File: config.mk
export PLATFORM = sky130hd
export DESIGN_NAME = hall_tachometer_top
export DESIGN_NICKNAME = d
export VERILOG_FILES = /design/src/rtl/htach_pkg.sv /design/src/rtl/htach_regs.sv /design/src/rtl/htach_div.sv /design/src/rtl/hall_tachometer_top.sv
export VERILOG_INCLUDE_DIRS = /design/src /design/src/rtl
export SDC_FILE = /design/constraint.sdc
export NUM_CORES = 2
export LEC_CHECK = 0
export BUFFER_PORTS_ARGS = -buffer_cell sky130_fd_sc_hd__buf_2
export CAP_MARGIN = 20
export CORE_AREA = 2 2 350 352
export CTS_BUF_LIST = sky130_fd_sc_hd__clkbuf_2
export CTS_CLUSTER_SIZE = 12
export DETAILED_ROUTE_END_ITERATION = 16
export DIE_AREA = 0 0 352 354
export RECOVER_POWER = 50
export SLEW_MARGIN = 20
export SYNTH_ARGS = -nofsm -noshare
export SYNTH_HDL_FRONTEND = slang
export SYNTH_SLANG_ARGS = --single-unit
File: constraint.sdc
create_clock -name clk -period 41.5 [get_ports clk]
set_input_delay 10.375 -clock clk [delete_from_list [all_inputs] [get_ports clk]]
set_output_delay 10.375 -clock clk [all_outputs]
set_load 0.005 [all_outputs]
File: src/rtl/assert_macros.svh
// Concurrent assertion helpers; empty when SYNTHESIS is defined.
`ifndef ASSERT_MACROS_SVH
`define ASSERT_MACROS_SVH

`ifndef SYNTHESIS

`define HT_ASSERT(label, clk, rst_n, prop, msg) \
    label: assert property (@(posedge clk) disable iff (!rst_n) prop) else $error(msg);

`define HT_ASSERT_NEVER(label, clk, rst_n, expr, msg) \
    label: assert property (@(posedge clk) disable iff (!rst_n) !(expr)) else $error(msg);

`else

`define HT_ASSERT(label, clk, rst_n, prop, msg)

`define HT_ASSERT_NEVER(label, clk, rst_n, expr, msg)

`endif

`endif

File: src/rtl/htach_pkg.sv
`timescale 1ns / 1ps

package htach_pkg;

    localparam int ADDR_W     = 4;
    localparam int DATA_W     = 32;
    localparam int TIME_W     = 64;
    localparam int PERIOD_W   = 32;
    localparam int MAG_W      = 8;
    localparam int PROD_W     = PERIOD_W + MAG_W;
    localparam int RPM_W      = 34;
    localparam int HZ_W       = 36;
    localparam int DIV_W      = 36;
    localparam int DIV_STEPS  = DIV_W;
    localparam int DIV_CNT_W  = $clog2(DIV_STEPS);
    localparam int MUL_CNT_W  = $clog2(MAG_W);

    localparam logic [DIV_W-1:0] RPM_DIVIDEND = 36'd15360000000;
    localparam logic [DIV_W-1:0] HZ_DIVIDEND  = 36'd65536000000;

    localparam logic [31:0]      DEBOUNCE_RST   = 32'd1000;
    localparam logic [MAG_W-1:0] MAGNETS_RST    = 8'd1;
    localparam logic [31:0]      STOP_RST       = 32'd1500000;
    localparam logic [31:0]      MIN_PERIOD_RST = 32'd10000;

    typedef enum logic [1:0] {
        REG_DEBOUNCE   = 2'd0,
        REG_MAGNETS    = 2'd1,
        REG_STOP       = 2'd2,
        REG_MIN_PERIOD = 2'd3
    } htach_reg_t;

    typedef struct packed {
        logic [31:0]      lockout_us;
        logic [MAG_W-1:0] pulses_per_rev;
        logic [31:0]      idle_limit_us;
        logic [31:0]      min_period_us;
    } htach_cfg_t;

    typedef enum logic [2:0] {
        ST_IDLE,
        ST_DIFF,
        ST_EDGE,
        ST_CHECK,
        ST_MUL,
        ST_CLAMP,
        ST_DIV,
        ST_DONE
    } htach_state_t;

endpackage

File: src/rtl/htach_regs.sv
`timescale 1ns / 1ps

module htach_regs (
    input  logic                         clk,
    input  logic                         rst_n,
    input  logic                         psel,
    input  logic                         penable,
    input  logic                         pwrite,
    input  logic [htach_pkg::ADDR_W-1:0] paddr,
    input  logic [htach_pkg::DATA_W-1:0] pwdata,
    output logic [htach_pkg::DATA_W-1:0] prdata,
    output logic                         pready,
    output htach_pkg::htach_cfg_t        cfg
);
    import htach_pkg::*;

    htach_cfg_t cfg_reg;
    htach_cfg_t cfg_next;
    htach_reg_t reg_sel;
    logic       wr_en;

    assign pready  = 1'b1;
    assign reg_sel = htach_reg_t'(paddr[3:2]);
    assign wr_en   = psel && penable && pwrite;
    assign cfg     = cfg_reg;

    always_comb
    begin
        cfg_next = cfg_reg;
        if (wr_en)
        begin
            unique case (reg_sel)
                REG_DEBOUNCE:   cfg_next.lockout_us     = pwdata;
                REG_MAGNETS:    cfg_next.pulses_per_rev = pwdata[MAG_W-1:0];
                REG_STOP:       cfg_next.idle_limit_us  = pwdata;
                REG_MIN_PERIOD: cfg_next.min_period_us  = pwdata;
                default:        cfg_next = cfg_reg;
            endcase
        end
    end

    always_comb
    begin
        unique case (reg_sel)
            REG_DEBOUNCE:   prdata = cfg_reg.lockout_us;
            REG_MAGNETS:    prdata = {{(DATA_W-MAG_W){1'b0}}, cfg_reg.pulses_per_rev};
            REG_STOP:       prdata = cfg_reg.idle_limit_us;
            REG_MIN_PERIOD: prdata = cfg_reg.min_period_us;
            default:        prdata = '0;
        endcase
    end

    always_ff @(posedge clk or negedge rst_n)
    begin
        if (!rst_n)
        begin
            cfg_reg.lockout_us     <= DEBOUNCE_RST;
            cfg_reg.pulses_per_rev <= MAGNETS_RST;
            cfg_reg.idle_limit_us  <= STOP_RST;
            cfg_reg.min_period_us  <= MIN_PERIOD_RST;
        end
        else
        begin
            cfg_reg <= cfg_next;
        end
    end

endmodule

File: src/rtl/htach_div.sv
`timescale 1ns / 1ps

module htach_div (
    input  logic                           clk,
    input  logic                           rst_n,
    input  logic                           start,
    input  logic [htach_pkg::PERIOD_W-1:0] divisor,
    input  logic [htach_pkg::DIV_W-1:0]    dividend,
    output logic                           done,
    output logic [htach_pkg::DIV_W-1:0]    quotient
);
    import htach_pkg::*;

    logic                 busy_reg;
    logic                 busy_next;
    logic                 done_reg;
    logic                 done_next;
    logic [DIV_CNT_W-1:0] step_reg;
    logic [DIV_CNT_W-1:0] step_next;
    logic [PERIOD_W-1:0]  rem_reg;
    logic [PERIOD_W-1:0]  rem_next;
    logic [DIV_W-1:0]     quo_reg;
    logic [DIV_W-1:0]     quo_next;
    logic [PERIOD_W-1:0]  dvs_reg;
    logic [PERIOD_W-1:0]  dvs_next;
    logic [PERIOD_W:0]    trial;
    logic [PERIOD_W+1:0]  sub;
    logic                 ge;

    assign trial    = {rem_reg, quo_reg[DIV_W-1]};
    assign sub      = {1'b0, trial} - {2'b00, dvs_reg};
    assign ge       = !sub[PERIOD_W+1];
    assign done     = done_reg;
    assign quotient = quo_reg;

    always_comb
    begin
        busy_next = busy_reg;
        done_next = 1'b0;
        step_next = step_reg;
        rem_next  = rem_reg;
        quo_next  = quo_reg;
        dvs_next  = dvs_reg;
        if (start)
        begin
            busy_next = 1'b1;
            step_next = '0;
            rem_next  = '0;
            quo_next  = dividend;
            dvs_next  = divisor;
        end
        else if (busy_reg)
        begin
            // shift one quotient bit in per cycle
            rem_next  = ge ? sub[PERIOD_W-1:0] : trial[PERIOD_W-1:0];
            quo_next  = {quo_reg[DIV_W-2:0], ge};
            step_next = step_reg + DIV_CNT_W'(1);
            if (step_reg == DIV_CNT_W'(DIV_STEPS - 1))
            begin
                busy_next = 1'b0;
                done_next = 1'b1;
            end
        end
    end

    always_ff @(posedge clk or negedge rst_n)
    begin
        if (!rst_n)
        begin
            busy_reg <= 1'b0;
            done_reg <= 1'b0;
            step_reg <= '0;
        end
        else
        begin
            busy_reg <= busy_next;
            done_reg <= done_next;
            step_reg <= step_next;
        end
    end

    always_ff @(posedge clk)
    begin
        rem_reg <= rem_next;
        quo_reg <= quo_next;
        dvs_reg <= dvs_next;
    end

endmodule

File: src/rtl/hall_tachometer_top.sv
`timescale 1ns / 1ps
`include "assert_macros.svh"

// Channel  Handshake             Payload
// in       in_valid / in_stall   mode, time_us
// out      out_valid / out_stall rev_period, rpm_q8, hz_q16, valid_res, stale,
//                                edge_stamp, edge_total, update_time_us
// cfg      APB write/read        lockout, pulses per rev, idle limit, min period
//
// An edge transaction passes through ST_DIFF and ST_EDGE before the next acceptance.
// A read passes through ST_DIFF and ST_CHECK and ends there when the timeout test ends it;
// else it runs 8 shift-add multiply steps and ST_CLAMP, ends there for a zero period, and
// otherwise divides: the 36-step bit-serial dividers for rpm and hz run side by side.
// in_stall is high while a transaction is worked on; a finished read holds while
// the output register is full and stalled. Reset clears the edge history and out_valid.

module hall_tachometer_top (
    input  logic                           clk,
    input  logic                           rst_n,
    input  logic                           psel,
    input  logic                           penable,
    input  logic                           pwrite,
    input  logic [htach_pkg::ADDR_W-1:0]   paddr,
    input  logic [htach_pkg::DATA_W-1:0]   pwdata,
    output logic [htach_pkg::DATA_W-1:0]   prdata,
    output logic                           pready,
    input  logic                           in_valid,
    output logic                           in_stall,
    input  logic                           mode,
    input  logic [htach_pkg::TIME_W-1:0]   time_us,
    output logic                           out_valid,
    input  logic                           out_stall,
    output logic [htach_pkg::PERIOD_W-1:0] rev_period,
    output logic [htach_pkg::RPM_W-1:0]    rpm_q8,
    output logic [htach_pkg::HZ_W-1:0]     hz_q16,
    output logic                           valid_res,
    output logic                           stale,
    output logic [htach_pkg::TIME_W-1:0]   edge_stamp,
    output logic [31:0]                    edge_total,
    output logic [htach_pkg::TIME_W-1:0]   update_time_us
);
    import htach_pkg::*;

    htach_cfg_t   cfg;
    htach_state_t state_reg;
    htach_state_t state_next;

    logic                 mode_reg;
    logic                 mode_next;
    logic [TIME_W-1:0]    time_reg;
    logic [TIME_W-1:0]    time_next;
    logic [TIME_W-1:0]    diff_reg;
    logic [TIME_W-1:0]    diff_next;
    logic [TIME_W-1:0]    prev_edge_reg;
    logic [TIME_W-1:0]    prev_edge_next;
    logic [PERIOD_W-1:0]  interval_reg;
    logic [PERIOD_W-1:0]  interval_next;
    logic [31:0]          count_reg;
    logic [31:0]          count_next;
    logic                 two_seen_reg;
    logic                 two_seen_next;
    logic                 vflag_reg;
    logic                 vflag_next;
    logic                 sflag_reg;
    logic                 sflag_next;
    logic [PROD_W-1:0]    acc_reg;
    logic [PROD_W-1:0]    acc_next;
    logic [PROD_W-1:0]    mcand_reg;
    logic [PROD_W-1:0]    mcand_next;
    logic [MAG_W-1:0]     mplier_reg;
    logic [MAG_W-1:0]     mplier_next;
    logic [MUL_CNT_W-1:0] mul_step_reg;
    logic [MUL_CNT_W-1:0] mul_step_next;
    logic [PERIOD_W-1:0]  period_reg;
    logic [PERIOD_W-1:0]  period_next;

    logic                 out_valid_reg;
    logic                 out_valid_next;
    logic                 out_load;
    logic [PERIOD_W-1:0]  period_out_reg;
    logic [RPM_W-1:0]     rpm_out_reg;
    logic [HZ_W-1:0]      hz_out_reg;
    logic                 valid_out_reg;
    logic                 stale_out_reg;
    logic [TIME_W-1:0]    ref_out_reg;
    logic [31:0]          gen_out_reg;
    logic [TIME_W-1:0]    upd_out_reg;

    logic [PERIOD_W:0]    twice;
    logic [PERIOD_W:0]    limit;
    logic [MAG_W-1:0]     mag;
    logic [PERIOD_W-1:0]  period_calc;
    logic                 div_start;
    logic                 rpm_done;
    logic                 hz_done;
    logic [DIV_W-1:0]     rpm_quo;
    logic [DIV_W-1:0]     hz_quo;
    logic                 out_free;

    htach_regs u_regs (
        .clk     (clk),
        .rst_n   (rst_n),
        .psel    (psel),
        .penable (penable),
        .pwrite  (pwrite),
        .paddr   (paddr),
        .pwdata  (pwdata),
        .prdata  (prdata),
        .pready  (pready),
        .cfg     (cfg)
    );

    htach_div u_div_rpm (
        .clk      (clk),
        .rst_n    (rst_n),
        .start    (div_start),
        .divisor  (period_calc),
        .dividend (RPM_DIVIDEND),
        .done     (rpm_done),
        .quotient (rpm_quo)
    );

    htach_div u_div_hz (
        .clk      (clk),
        .rst_n    (rst_n),
        .start    (div_start),
        .divisor  (period_calc),
        .dividend (HZ_DIVIDEND),
        .done     (hz_done),
        .quotient (hz_quo)
    );

    assign in_stall = (state_reg != ST_IDLE);
    assign out_free = !out_valid_reg || !out_stall;
    assign twice    = {interval_reg, 1'b0};
    assign limit    = ({1'b0, cfg.idle_limit_us} > twice) ? {1'b0, cfg.idle_limit_us}
                                                          : twice;
    assign mag      = (cfg.pulses_per_rev == '0) ? MAG_W'(1) : cfg.pulses_per_rev;

    always_comb
    begin
        if (acc_reg < {{MAG_W{1'b0}}, cfg.min_period_us})
            period_calc = cfg.min_period_us;
        else if (|acc_reg[PROD_W-1:PERIOD_W])
            period_calc = '1;
        else
            period_calc = acc_reg[PERIOD_W-1:0];
    end

    always_comb
    begin
        state_next     = state_reg;
        mode_next      = mode_reg;
        time_next      = time_reg;
        diff_next      = diff_reg;
        prev_edge_next = prev_edge_reg;
        interval_next  = interval_reg;
        count_next     = count_reg;
        two_seen_next  = two_seen_reg;
        vflag_next     = vflag_reg;
        sflag_next     = sflag_reg;
        acc_next       = acc_reg;
        mcand_next     = mcand_reg;
        mplier_next    = mplier_reg;
        mul_step_next  = mul_step_reg;
        period_next    = period_reg;
        div_start      = 1'b0;
        out_load       = 1'b0;

        unique case (state_reg)
            ST_IDLE:
            begin
                if (in_valid)
                begin
                    mode_next  = mode;
                    time_next  = time_us;
                    state_next = ST_DIFF;
                end
            end
            ST_DIFF:
            begin
                diff_next  = time_reg - prev_edge_reg;
                state_next = mode_reg ? ST_CHECK : ST_EDGE;
            end
            ST_EDGE:
            begin
                if (count_reg == '0)
                begin
                    prev_edge_next = time_reg;
                    count_next     = 32'd1;
                end
                else if (diff_reg >= {32'd0, cfg.lockout_us})
                begin
                    prev_edge_next = time_reg;
                    interval_next  = (|diff_reg[TIME_W-1:PERIOD_W]) ? '1
                                                                     : diff_reg[PERIOD_W-1:0];
                    count_next     = count_reg + 32'd1;
                    if (count_reg != '1)
                        two_seen_next = 1'b1;
                end
                state_next = ST_IDLE;
            end
            ST_CHECK:
            begin
                vflag_next = 1'b0;
                sflag_next = 1'b0;
                if (!two_seen_reg)
                begin
                    sflag_next = (count_reg == '0) || (diff_reg > {32'd0, cfg.idle_limit_us});
                    state_next = ST_DONE;
                end
                else if (diff_reg > {31'd0, limit})
                begin
                    sflag_next = 1'b1;
                    state_next = ST_DONE;
                end
                else
                begin
                    acc_next      = '0;
                    mcand_next    = {{MAG_W{1'b0}}, interval_reg};
                    mplier_next   = mag;
                    mul_step_next = '0;
                    state_next    = ST_MUL;
                end
            end
            ST_MUL:
            begin
                // add one partial product per cycle
                if (mplier_reg[0])
                    acc_next = acc_reg + mcand_reg;
                mcand_next    = {mcand_reg[PROD_W-2:0], 1'b0};
                mplier_next   = {1'b0, mplier_reg[MAG_W-1:1]};
                mul_step_next = mul_step_reg + MUL_CNT_W'(1);
                if (mul_step_reg == MUL_CNT_W'(MAG_W - 1))
                    state_next = ST_CLAMP;
            end
            ST_CLAMP:
            begin
                if (acc_reg == '0)
                begin
                    sflag_next = 1'b1;
                    state_next = ST_DONE;
                end
                else
                begin
                    period_next = period_calc;
                    vflag_next  = 1'b1;
                    div_start   = 1'b1;
                    state_next  = ST_DIV;
                end
            end
            ST_DIV:
            begin
                if (rpm_done && hz_done)
                    state_next = ST_DONE;
            end
            ST_DONE:
            begin
                if (out_free)
                begin
                    out_load   = 1'b1;
                    state_next = ST_IDLE;
                end
            end
            default:
            begin
                state_next = ST_IDLE;
            end
        endcase
    end

    always_comb
    begin
        if (out_load)
            out_valid_next = 1'b1;
        else if (!out_stall)
            out_valid_next = 1'b0;
        else
            out_valid_next = out_valid_reg;
    end

    always_ff @(posedge clk or negedge rst_n)
    begin
        if (!rst_n)
        begin
            state_reg     <= ST_IDLE;
            prev_edge_reg <= '0;
            interval_reg  <= '0;
            count_reg     <= '0;
            two_seen_reg  <= 1'b0;
            out_valid_reg <= 1'b0;
        end
        else
        begin
            state_reg     <= state_next;
            prev_edge_reg <= prev_edge_next;
            interval_reg  <= interval_next;
            count_reg     <= count_next;
            two_seen_reg  <= two_seen_next;
            out_valid_reg <= out_valid_next;
        end
    end

    always_ff @(posedge clk)
    begin
        mode_reg     <= mode_next;
        time_reg     <= time_next;
        diff_reg     <= diff_next;
        vflag_reg    <= vflag_next;
        sflag_reg    <= sflag_next;
        acc_reg      <= acc_next;
        mcand_reg    <= mcand_next;
        mplier_reg   <= mplier_next;
        mul_step_reg <= mul_step_next;
        period_reg   <= period_next;
        if (out_load)
        begin
            period_out_reg <= vflag_reg ? period_reg : '0;
            rpm_out_reg    <= vflag_reg ? rpm_quo[RPM_W-1:0] : '0;
            hz_out_reg     <= vflag_reg ? hz_quo : '0;
            valid_out_reg  <= vflag_reg;
            stale_out_reg  <= sflag_reg;
            ref_out_reg    <= prev_edge_reg;
            gen_out_reg    <= count_reg;
            upd_out_reg    <= time_reg;
        end
    end

    assign out_valid      = out_valid_reg;
    assign rev_period     = period_out_reg;
    assign rpm_q8         = rpm_out_reg;
    assign hz_q16         = hz_out_reg;
    assign valid_res      = valid_out_reg;
    assign stale          = stale_out_reg;
    assign edge_stamp     = ref_out_reg;
    assign edge_total     = gen_out_reg;
    assign update_time_us = upd_out_reg;

    `HT_ASSERT(a_div_done, clk, rst_n, rpm_done |-> (state_reg == ST_DIV), "stray divide done")
    `HT_ASSERT_NEVER(a_two_seen, clk, rst_n, $fell(two_seen_reg), "two-edge flag dropped")
    `HT_ASSERT(a_edge_src, clk, rst_n, !$stable(prev_edge_reg) |-> $past(state_reg == ST_EDGE), "stray edge")
    `HT_ASSERT(a_out_src, clk, rst_n, $rose(out_valid_reg) |-> $past(state_reg == ST_DONE), "stray result")

endmodule

==> impl_metrics.env <==
export IMPL_die_w_um=352
export IMPL_h_tree_depth=4
export IMPL_r2r_start="u_regs.cfg[56]"
export IMPL_slew_violations=759
export IMPL_hold_viol=0
export IMPL_grt_max_degree=153
export IMPL_drt_first_pass_iters=5
export IMPL_synth_top_area_cell="edfxtp_1"
export IMPL_ff2ff_path_depth=19
export IMPL_final_cell_mix="edfxtp_1 (518), buf_2 (399), clkbuf_2 (393), ha_1 (331), o21ai_0 (325)"
export IMPL_ys_seq_area_frac=0.528
export IMPL_synth_fp_nets=4686
export IMPL_grt_overflow=0
export IMPL_routedWlPerCell_um=18.7
export IMPL_place_area_um2=50400
export IMPL_drive_above_1_share=0.205
export IMPL_synth_area_um2=46700
export IMPL_drt_vias_per_instance=5.17
export IMPL_fin_area_um2=52600
export IMPL_cts_num_sinks=907
export IMPL_cp_arrival_ps=12110
export IMPL_clkTransAtPathRegs_ps=130
export IMPL_core_um2=121000
export IMPL_max_cap_violations=14
export IMPL_peakVddDrop_mv=0.0343
export IMPL_worst_slew_pin_slew_ps=4050
export IMPL_synth_cell_types=90
export IMPL_initial_core_util=0.386
export IMPL_fp_dieH_um=354
export IMPL_cts_tree="built"
export IMPL_cp_endpoint="prdata[9]"
export IMPL_fin_setup_tns_ps=0
export IMPL_cts_buffer_depth=3
export IMPL_synth_cells=4243
export IMPL_largest_reg_flops=104
export IMPL_vias=34100
export IMPL_grt_setup_unrepaired="false"
export IMPL_routabilityCongestion=0.936
export IMPL_ys_flop_type="edfxtp_1"
export IMPL_first_global_vias=33800
export IMPL_placementRows=128
export IMPL_required_ps=31120
export IMPL_ioPinCount=407
export IMPL_setup_violations=0
export IMPL_async_flop_share=0.279
export IMPL_slew_headroom=-1.70
export IMPL_final_min_clock_period_ps=22480
export IMPL_grt_pass1_wl_mm=192
export IMPL_final_common_cell="edfxtp_1"
export IMPL_synth_warnings=0
export IMPL_grt_use_total=0.196
export IMPL_timing_fmax_mhz=44.5
export IMPL_crit_type="input pin to output port"
export IMPL_antenna_found_initial=21
export IMPL_power_leakage_uw=0.0235
export IMPL_nets=5186
export IMPL_report_power_total_uw=3770
export IMPL_synth_seq_cells=907
export IMPL_cts_made_buffers=241
export IMPL_power_density_nw_per_um2=71.7
export IMPL_synth_area_leaders="edfxtp_1 (33%), dfrtp_1 (12%), ha_1 (8.9%)"
export IMPL_io_buffer_count=403
export IMPL_cts_hold_buf=0
export IMPL_status="complete, but fails checks"
export IMPL_synth_edff_count=518
export IMPL_cts_root_buf="clkbuf_2"
export IMPL_start_kind="input pin"
export IMPL_dp_hpwl_mm=88.8
export IMPL_post_cts_buffers=0
export IMPL_synth_top_area_frac=0.333
export IMPL_ff2ff_setup_slack_ps=31530
export IMPL_area_growth_pct=12.7
export IMPL_cp_end_kind="output port"
export IMPL_postRouteAntennaNets=0
export IMPL_avgSynthCellArea_um2=11.0
export IMPL_path_max_fanout=37
export IMPL_startpoint="paddr[3]"
export IMPL_skew_ps=160
export IMPL_hold_class="flip-flop to flip-flop"
export IMPL_finalCritPeriodShare=0.542
export IMPL_drt_iter0_drc=1872
export IMPL_violations="capacitance limit, slew limit"
export IMPL_dieArea_um2=125000
export IMPL_wl_mm=124
export IMPL_ctsResizeCount=0
export IMPL_remaining_drc_errors=0
export IMPL_insertion_delay_ps=1700
export IMPL_r2r_end="mcand_reg[36]"
layer usage:
metal | share of wire | up-vias | global-route usage
met5 | 0.0015 | - | 0
met2 | 0.47 | 895 | 0.320
li1 | - | 16700 | -
met4 | 0.028 | 26 | 0.0700
met3 | 0.068 | 260 | 0.0595
met1 | 0.43 | 16300 | 0.245
power by group:
group          total, uW  switching (uW)  internal, uW
Combinational       1600             925           679
Sequential          1510             200          1310
Clock                655             394           261
synthesized netlist by cell type (all sizes together), types with 8 or more instances:
library cell	instances
clkbuf	149
or4	9
mux2	116
buf	28
nand4	79
o211ai	26
a21oi	238
a21o	138
dfxtp	136
a21boi	10
a31o	12
nor2	270
nand2b	28
nand2	314
dfstp	22
edfxtp	518
mux4	8
inv	281
ha	331
and4	11
o21bai	20
and3	45
xor2	75
mux2i	128
or2	13
o21ai	340
o31ai	14
nor2b	39
a22o	27
a31oi	28
nor4	37
xnor2	83
a211oi	39
dfrtp	231
o21a	38
nand3	55
o22a	31
nor3	51
and2	124
how the worst min path moves through the flow:
stage,end,from,slack [ps],depth (start not counted)
finish,edge_stamp[40],prev_edge_reg[40],400,0
global route,edge_stamp[40],prev_edge_reg[40],410,0
CTS,edge_stamp[59],prev_edge_reg[59],380,0
detailed placement,update_time_us[0],time_reg[0],450,0
global placement,update_time_us[0],time_reg[0],440,0
floorplan,stale,sflag_reg,400,0
per-stage QoR:
stage	hold WS, ps	std cells	util	setup slack (ps)
after floorplan	400	4243	-	17410
after global placement	442	6124	0.417	19090
after detailed placement	445	6124	0.417	19040
after CTS	384	6587	0.436	19040
after global routing	412	6593	0.435	18980
final	405	6599	0.435	19020
kinds of logic after synthesis:
kind of cell             synth area share
AND/OR/NAND/NOR                     0.115
adder cells (fa/ha/maj)            0.0904
flip-flops                          0.528
buffers and inverters              0.0387
other                           0.0000803
AO/OA/AOI/OAI                       0.140
multiplexers                       0.0593
XOR/XNOR                           0.0296
worst max-delay path, stage by stage:
cell and delay (ps):
buf_2 710, nor2_1 150, buf_4 280, a22o_1 370, buf_2 170
area by class of cell:
type | count | area [um2]
fill | 11700 | 68300
sequential | 907 | 24600
multi-input combinational | 2878 | 20300
timing repair buffer | 434 | 2240
tap | 1625 | 2030
clock buffer | 393 | 1970
inverter | 281 | 1060
clock inverter | 70 | 352
antenna | 11 | 27.5
(Power assumes the default switching activity.)
